**src/design/two_level_vertex_cache_core_macros.svh**
```systemverilog
// Assertion macros for the two-level vertex cache core.
// Expects clk and rst_n in the scope of every use.
`ifndef TWO_LEVEL_VERTEX_CACHE_CORE_MACROS_SVH
`define TWO_LEVEL_VERTEX_CACHE_CORE_MACROS_SVH

// Same-cycle implication, disabled while in reset
`define TLVC_ASSERT_IMP(lbl, ante, cons, msg) \
  lbl: assert property (@(posedge clk) disable iff (!rst_n) (ante) |-> (cons)) \
    else $error(msg);

// Next-cycle implication, disabled while in reset
`define TLVC_ASSERT_NXT(lbl, ante, cons, msg) \
  lbl: assert property (@(posedge clk) disable iff (!rst_n) (ante) |=> (cons)) \
    else $error(msg);

`endif

```
**src/design/tlvc_pkg.sv**
```systemverilog
// Shared types and constants of the two-level vertex cache core.
// No dependencies; used by every RTL file of the block.
`timescale 1ns / 1ps
`default_nettype none

package tlvc_pkg;

  // Parameter defaults
  localparam int NUM_THREADS_DEF  = 8;
  localparam int NEAR_ENTRIES_DEF = 32;
  localparam int FAR_ENTRIES_DEF  = 1024;
  localparam int POOL_DEPTH_DEF   = 4096;

  // Fixed field widths
  localparam int VI_W   = 32;
  localparam int TID_W  = 3;
  localparam int OUTC_W = 3;
  localparam int SLOT_W = 12;
  localparam int CNT_W  = 32;

  // Operation codes
  localparam logic OP_BEGIN_DRAW = 1'b0;
  localparam logic OP_LOOKUP     = 1'b1;

  // Outcome codes
  localparam logic [OUTC_W-1:0] OUTC_NEAR_HIT  = 3'd0;
  localparam logic [OUTC_W-1:0] OUTC_FAR_HIT   = 3'd1;
  localparam logic [OUTC_W-1:0] OUTC_MISS      = 3'd2;
  localparam logic [OUTC_W-1:0] OUTC_POOL_FULL = 3'd3;
  localparam logic [OUTC_W-1:0] OUTC_DRAW_DONE = 3'd4;

  localparam logic [CNT_W-1:0] CNT_MAX = '1;

  typedef struct packed {
    logic              operation;
    logic [TID_W-1:0]  req_thread;
    logic [VI_W-1:0]   vertex_index;
  } in_item_t;

  typedef struct packed {
    logic [OUTC_W-1:0] outcome;
    logic [TID_W-1:0]  owner_thread;
    logic [SLOT_W-1:0] slot;
    logic [CNT_W-1:0]  fetched_count;
    logic [CNT_W-1:0]  shaded_count;
    logic [CNT_W-1:0]  second_hit_count;
    logic [CNT_W-1:0]  eviction_count;
  } out_item_t;

  // Controller to datapath
  typedef struct packed {
    logic accept;      // latch the input transaction
    logic rd_en;       // read near, far and thread memories
    logic rd_from_in;  // read address from the input payload
    logic rem_start;   // start the index remainder units
    logic clr_en;      // one step of the clearing sweep
    logic out_load;    // load the result register
    logic out_draw;    // result is begin-draw done
    logic commit;      // write back the lookup update
  } ctrl_cmd_t;

  // Datapath to controller
  typedef struct packed {
    logic rem_busy;
    logic rem_instant;
    logic clr_last;
  } dp_status_t;

endpackage

`default_nettype wire

```
**src/design/tlvc_ctrl.sv**
```systemverilog
// Controller of the vertex cache: clearing sweep, lookup sequencing
// and result valid. Uses tlvc_pkg.
`timescale 1ns / 1ps
`default_nettype none

module tlvc_ctrl (
  input  wire logic                 clk,
  input  wire logic                 rst_n,
  input  wire logic                 in_valid,
  input  wire logic                 in_operation,
  output logic                      in_ready,
  input  wire logic                 out_ready,
  output logic                      out_valid,
  input  wire tlvc_pkg::dp_status_t st,
  output tlvc_pkg::ctrl_cmd_t       cmd
);

  localparam logic [2:0] S_CLEAR = 3'd0;
  localparam logic [2:0] S_IDLE  = 3'd1;
  localparam logic [2:0] S_MOD   = 3'd2;
  localparam logic [2:0] S_READ  = 3'd3;
  localparam logic [2:0] S_CMP   = 3'd4;

  logic [2:0] state_r, state_nxt;
  logic       draw_r, draw_nxt;
  logic       out_valid_r, out_valid_nxt;
  logic       out_free;

  assign out_free = !out_valid_r || out_ready;
  assign in_ready = state_r == S_IDLE;

  // Next state and commands
  always_comb begin
    state_nxt     = state_r;
    draw_nxt      = draw_r;
    out_valid_nxt = out_valid_r && !out_ready;
    cmd           = '0;
    case (state_r)
      S_CLEAR: begin
        cmd.clr_en = 1'b1;
        if (st.clr_last) begin
          state_nxt = draw_r ? S_CMP : S_IDLE;
        end
      end
      S_IDLE: begin
        cmd.rd_en      = 1'b1;
        cmd.rd_from_in = 1'b1;
        if (in_valid) begin
          cmd.accept = 1'b1;
          if (in_operation == tlvc_pkg::OP_BEGIN_DRAW) begin
            draw_nxt  = 1'b1;
            state_nxt = S_CLEAR;
          end else begin
            draw_nxt = 1'b0;
            if (st.rem_instant) begin
              state_nxt = S_CMP;
            end else begin
              cmd.rem_start = 1'b1;
              state_nxt     = S_MOD;
            end
          end
        end
      end
      S_MOD: begin
        if (!st.rem_busy) begin
          state_nxt = S_READ;
        end
      end
      S_READ: begin
        cmd.rd_en = 1'b1;
        state_nxt = S_CMP;
      end
      S_CMP: begin
        if (out_free) begin
          cmd.out_load  = 1'b1;
          cmd.out_draw  = draw_r;
          cmd.commit    = !draw_r;
          out_valid_nxt = 1'b1;
          state_nxt     = S_IDLE;
        end
      end
      default: begin
        state_nxt = S_CLEAR;
      end
    endcase
  end

  always_ff @(posedge clk) begin
    if (!rst_n) begin
      state_r     <= S_CLEAR;
      draw_r      <= 1'b0;
      out_valid_r <= 1'b0;
    end else begin
      state_r     <= state_nxt;
      draw_r      <= draw_nxt;
      out_valid_r <= out_valid_nxt;
    end
  end

  assign out_valid = out_valid_r;

endmodule

`default_nettype wire

```
**config.mk**
```make
export PLATFORM = sky130hd
export DESIGN_NAME = tlvc_ctrl
export DESIGN_NICKNAME = d
export VERILOG_FILES = /design/src/design/two_level_vertex_cache_core_macros.svh /design/src/design/tlvc_pkg.sv /design/src/design/tlvc_ctrl.sv
export SDC_FILE = /design/constraint.sdc
export NUM_CORES = 1
export LEC_CHECK = 0
export ABC_AREA = 0
export BUFFER_PORTS_ARGS = -buffer_cell sky130_fd_sc_hd__buf_2
export CORE_AREA = 2 2 39 41
export DETAILED_ROUTE_END_ITERATION = 10
export DIE_AREA = 0 0 41 43
export SYNTH_ARGS = -nofsm -noshare
export SYNTH_HDL_FRONTEND = slang
export SYNTH_SLANG_ARGS = --single-unit
```
**constraint.sdc**
```tcl
create_clock -name clk -period 1.45 [get_ports clk]
set_input_delay 0.29 -clock clk [delete_from_list [all_inputs] [get_ports clk]]
set_output_delay 0.29 -clock clk [all_outputs]
set_load 0.1 [all_outputs]
```
; Word-level counts from Yosys, hierarchy flattened
; Index checks and enable logic that the tools add are counted.
[totals]
register_bits = 5
in_bits = 8
wordCells = 41
output_inout_bits = 10
[op_classes]
n_eq_ne = 8
mux = 21
reduce_logical = 9
[ops]
columns = operator, count
row1 = $mux W3, 9
row2 = $pmux W3 S5, 1
row3 = $mux W1, 10
row4 = $ne A2 B2 Y1 const B, 4
row5 = $eq A3 B2 Y1 const B, 2
row6 = $reduce_and A4 Y1, 1
row7 = $eq A3 B1 Y1 const B, 1
row8 = $eq A3 B3 Y1 const B, 1
row9 = $logic_not A1 Y1, 3
row10 = $logic_not A3 Y1, 1
row11 = $mux W2, 1
row12 = $reduce_and A2 Y1, 1
row13 = $reduce_or A2 Y1, 1
row14 = $logic_and A1 B1 Y1, 1
row15 = $logic_or A1 B1 Y1, 1

; Longest topological paths before layout
; Gate-level depths: netlist of run 1.
[logic_depth]
ltp_word = 4
mapped_depth = 5
ltp_nobuf = 4

; Worst setup path before layout of run 1
; OpenSTA, ideal clock, no wires.
[synth_path]
kind = register to output
from = register out_valid_r, in the netlist out_valid
to = output cmd[0] in the netlist's numbering
path_buffers = 0
slack_ns = -1.974
path_stages_with_launch = 4
required_time_ns = 1.160
arrival_ns = 3.134
cell_sequence = dfxtp_1 nand2b_1 and3_1 nor2b_1
[synth_lines]
columns = element, line_no
row1 = start: declaration, tlvc_ctrl.sv:26  ; logic out_valid_r, out_valid_nxt;
row2 = start signal: assignment, tlvc_ctrl.sv:96  ; out_valid_r <= out_valid_nxt;
row3 = end: declaration, tlvc_ctrl.sv:15  ; output tlvc_pkg::ctrl_cmd_t cmd

==> reports/metrics.csv, run 1 <==
metric,value,unit
Crit path max-delay family,simple AND/OR/NAND/NOR gates,
f_max,624,MHz
detailed-route via count,464,
Post-Syn Instances,47,
IO buf count,17,
Final Critical Period,1.60,ns
first-pass GRT wire length,1830,um
share of the synthesized area in the top cell type,0.261,
maxcap violations,0,
hold crit path type,in -> reg,
status,finished with violations,
H-tree levels,1,
hold depth,2,
Filler cells,123,
Final Hold Fails,0,
Final setup viols,8,
pwr dens,883,nW/um2
mapped cell area,384,um2
VDD IR-drop max,0.446,mV
post-synthesis sequential area ratio,0.261,
number of synthesized flops with an enable pin,0,
# clock sinks,5,
placed cell count,82,
crit path kind,reg -> out,
Buf/Inv on CP,1,
RePlAce Congestion,0.767,
power consumption,734,uW
Initial Utilization,0.278,
cts hold-fix bufs,0,
n_diodes,0,
clk root buf,clkbuf_4,
Seq cells post-synth,5,
Reg2Reg Depth,5,
Crit. path cell count,4,
ANT nets after route,0,
"setup slack, reg-to-reg",0.13,ns
final worst slack,-0.154,ns
die area,1760,um2
CP max-delay cell,dfxtp_2,
grt ovf,0,
CTS Buf Count,3,
CP Launch Type,flip-flop,
gr usage total,0.164,
DRC,0,
Post-Syn Nets,55,
crit path max fanout,3,
Post-synth top flop,dfxtp_1,
Finished Layout Cells,97,
crit path cell chain,"nand2b_4, nor3b_4, and3b_4, buf_12",
io pins,18,
Initial DRT Pass Iterations,4,
clock latency at the later pin of the worst-skew pair,0.24,ns
detailed placement HPWL,801,um
crit end category,primary output,
Core Region,1380,um2
Least-Margin Pin Slew,0.485,ns
Via-to-Cell Ratio,4.78,
Crit path arrival time,1.31,ns
initial antenna violation count,0,
"Distinct cells, synth",29,
Critical Path RT,1.16,ns
Syn-to-layout area delta,116,%
vias in the first global route,442,
skew final,0.00207,ns
yosys warns,0,
slowest cell delay on critical path,0.32,ns
"top cells by area, synth","dfxtp_1 (26%), buf_4 (5.9%), mux2i_1 (5.2%)",
final WL,1120,um
largest net degree at the start of global routing,8,
CTS tree,done,
Worst-path clk slew,0.04,ns
final net count,90,
Syn Area/Cell,8.17,um2
die height,43,um
Max Slew Vio Count,0,
DR iter-0 viols,9,
LEAKAGE,0.363,nW
Longest Clk Path Bufs,2,
RSZ-0062 raised after global routing,true,
ys async rst share,0,
drt wl/cell,11.6,um
dominant cell type by area after synthesis,dfxtp_1,
violated checks,setup timing,
layout cells sized above 1,0.654,
die width,41,um
fin crit share,1.11,
Max transition margin,0.679,
# rows,14,
-- worst register-to-register path, delay by kind of cell, from the launching register on --
family / cells / cell delay, ns
and+or+nand+nor: 1 / 0.19
buffers and inverters: 1 / 0.14
DFF: 1 / 0.37
AOI/OAI and AO/OA: 3 / 0.49
-- cell usage after synthesis, types with 2 or more instances --
master / instances
a211oi_1: 2
nand3_1: 2
nor2b_1: 2
o21ai_0: 2
nand2b_1: 3
buf_4: 3
dfxtp_1: 5
mux2i_1: 2
inv_1: 2
a21o_1: 2
nor2_1: 4
-- placed cells by master, fill, tap and decap left out --
master / count
a22oi_1: 1
o41ai_2: 1
buf_6: 3
buf_2: 8
nor2b_1: 1
a21o_1: 2
nor3_4: 1
buf_12: 9
o21ai_1: 1
and3_4: 1
mux2i_1: 2
nor2_1: 3
a21oi_1: 1
dfxtp_4: 3
dfxtp_2: 1
or3_1: 1
nand2b_4: 1
and2_4: 1
a21oi_2: 1
inv_4: 1
clkbuf_1: 1
clkbuf_4: 3
dfxtp_1: 1
nor3b_4: 1
nor2b_4: 1
buf_4: 14
nor3b_1: 1
nand3_1: 2
inv_1: 1
a211oi_1: 2
nand3b_1: 1
nor2_4: 2
o21ai_0: 2
nand4bb_1: 1
nand2_1: 1
and3b_4: 1
nand2b_1: 3
-- cells by family after synthesis --
kind of cell,count (synthesis),share of synthesized area
and+or+nand+nor,23,0.381
AOI/OAI and AO/OA,11,0.215
buffers and inverters,6,0.0912
DFF,5,0.261
muxes,2,0.0521
-- cell type report --
type / instances / area, um2 / share of cell area
repair buffers: 34 / 359 / 0.432
clock buffers: 4 / 26.3 / 0.0316
flip-flops and latches: 5 / 113 / 0.136
well taps: 16 / 20.0 / 0.0241
inverters: 2 / 10.0 / 0.0120
multi-input cells: 36 / 303 / 0.364
-- state kept, by name (all words and copies together), names as in the netlist --
signal / flops
draw_r: 1
out_valid: 1
state_r: 3
-- final timing paths --
| kind | start | to |
|---|---|---|
| max | state_r[2] | cmd[4] |
| min | in_operation | draw_r |
| max reg2reg | state_r[1] | state_r[2] |
| min reg2reg | out_valid | out_valid |
-- routing by layer --
layer	routed length [um]	global-route usage	vias to the layer above
li1	-	-	233
met1	440	0.190	200
met4	37	0.120	0
met3	73	0.0471	6
met2	571	0.241	25
met5	0	0	-
-- where the power goes --
part	leakage [nW]	internal, mW	switching (mW)	total [mW]
Combinational	0.305	0.179	0.234	0.413
Sequential	0.0434	0.144	0.0149	0.159
Clock	0.0150	0.104	0.0572	0.161
-- what timing repair did --
action	CTS	global route
endpoints found under the setup margin	8	9
setup buffers	6	6
gates cloned	0	0
pin swaps	5	3
resized for setup	10	3
-- metrics by stage --
step                       util  worst slack, ns  area, um2  hold WS [ns]  TNS, ns
after floorplan               -           -0.822        433         0.385    -3.23
after global placement    0.495           0.0706        684         0.519        0
after detailed placement  0.495           0.0552        684         0.522        0
after CTS                 0.569           -0.168        787         0.270   -0.757
after global routing      0.600           -0.202        831         0.273    -1.08
final                     0.600           -0.154        831         0.271   -0.679
Power figures use the tool's default switching activity.
==> run 2, diff against run 1 <==
Settings changed: CAP_MARGIN set to 20, SKIP_CTS_REPAIR_TIMING set to 1.
==> run 2 against run 1 <==
The flow still finishes with violations (setup timing). Clock power hardly changed. Cell count is 8.2% lower. Sequential power hardly changed. Setup slack worse by 0.021 ns. Flip-flop and latch count stayed put. Die area stayed put. Non-clock buffer count is 8 lower. Global-route usage is 2.1 points lower.
==> reports/metrics.csv, run 2 (synthesis results as in run 1) <==
metric,value,unit
status,finished with violations,
violated checks,setup timing,
CTS tree,done,
io pins,18,
H-tree levels,1,
detailed placement HPWL,801,um
skew final,0.00207,ns
RSZ-0062 raised after global routing,true,
drt wl/cell,11.8,um
largest net degree at the start of global routing,11,
clock latency at the later pin of the worst-skew pair,0.24,ns
hold_ws,0.271,ns
layout cells sized above 1,0.616,
DR iter-0 viols,3,
gr usage total,0.143,
Filler cells,127,
Worst-path clk slew,0.04,ns
final net count,82,
Highest Signal Layer,met4,
# clock sinks,5,
Final Critical Period,1.62,ns
Met1 Wirelength,429,um
Syn-to-layout area delta,96.1,%
hold_sp,in_operation,
Top reg by flops,state_r,
ANT nets after route,0,
vias in the first global route,384,
CTS Buf Count,3,
metal2 WL,525,um
n_diodes,0,
Crit path arrival time,1.33,ns
final worst slack,-0.175,ns
RePlAce Congestion,0.767,
Initial Utilization,0.278,
die height,43,um
"setup slack, reg-to-reg",0.20,ns
placed cell count,82,
Least-Margin Pin Slew,0.485,ns
VDD IR-drop max,0.434,mV
detailed-route via count,415,
Final TNS setup,-0.608,ns
final WL,1050,um
crit path max fanout,3,
first-pass GRT wire length,1600,um
crit path kind,reg -> out,
crit end category,primary output,
max reg flops,3,
highest-count cells in the layout ignoring fill and taps,"buf_12 (9), buf_2 (8), buf_4 (7)",
fin util,0.544,
IO buf count,17,
launch point of the worst path,state_r[2],
Critical Path RT,1.16,ns
Final Hold Fails,0,
grt ovf,0,
CP Launch Type,flip-flop,
Core Region,1380,um2
Final setup viols,7,
Max transition margin,0.679,
"most common cell after layout, fill and taps aside",buf_12,
DR WL met3,62,um
initial antenna violation count,0,
LEAKAGE,0.318,nW
hold crit path type,in -> reg,
Max Slew Vio Count,0,
Longest Clk Path Bufs,2,
fin crit share,1.12,
maxcap violations,0,
f_max,615,MHz
DRC,0,
die area,1760,um2
die width,41,um
clk root buf,clkbuf_4,
Finished Layout Cells,89,
Via-to-Cell Ratio,4.66,
Initial DRT Pass Iterations,4,
# rows,14,
R2R Path Start,state_r[1],
pwr dens,921,nW/um2
run 2: cell count changes in the layout (fill, tap and decap cells not counted):
cell      before  now
buf_4         14    7
buf_6          3    1
clkbuf_2       0    1
inv_2          0    1
inv_4          1    0
nor2_2         0    1
nor2_4         2    1
run 2: power by group:
group | total (mW) | switching [mW] | internal [mW]
registers | 0.160 | 0.0153 | 0.144
logic | 0.371 | 0.224 | 0.147
clock network | 0.162 | 0.0583 | 0.104
total | 0.693 | 0.298 | 0.396
run 2: layout make-up:
| cell class | count | area, um2 | area share |
|---|---|---|---|
| clock buffers | 4 | 26.3 | 0.0349 |
| multi-input cells | 36 | 298 | 0.395 |
| well taps | 16 | 20.0 | 0.0266 |
| inverters | 2 | 7.51 | 0.00997 |
| repair buffers | 26 | 289 | 0.384 |
| flip-flops and latches | 5 | 113 | 0.150 |
run 2: metal layers:
metal / global-route usage / vias up
met5: 0 / -
met4: 0.120 / 0
met3: 0.0471 / 4
met2: 0.194 / 17
met1: 0.170 / 178
li1: - / 216
run 2: path summary, 6_finish.rpt:
path                endpoint  cells past startpoint
setup reg to reg  state_r[2]                      5
hold / removal        draw_r                      2
hold reg to reg    out_valid                      2
setup / recovery      cmd[4]                      4
run 2: worst max-delay path: stages, from the launching register on:
cell      delay, ns
dfxtp_2        0.32
nand2b_4       0.15
nor3b_4        0.22
and3b_4        0.23
buf_12         0.17
run 2: stage by stage:
| step | total power [mW] | instance area (um2) | setup WS [ns] |
|---|---|---|---|
| after global routing | 0.729 | 753 | -0.224 |
| after CTS | 0.677 | 711 | -0.205 |
| after floorplan | 0.397 | 433 | -0.822 |
| final | 0.693 | 753 | -0.175 |
| after detailed placement | 0.515 | 684 | 0.0552 |
| after global placement | 0.514 | 684 | 0.0706 |
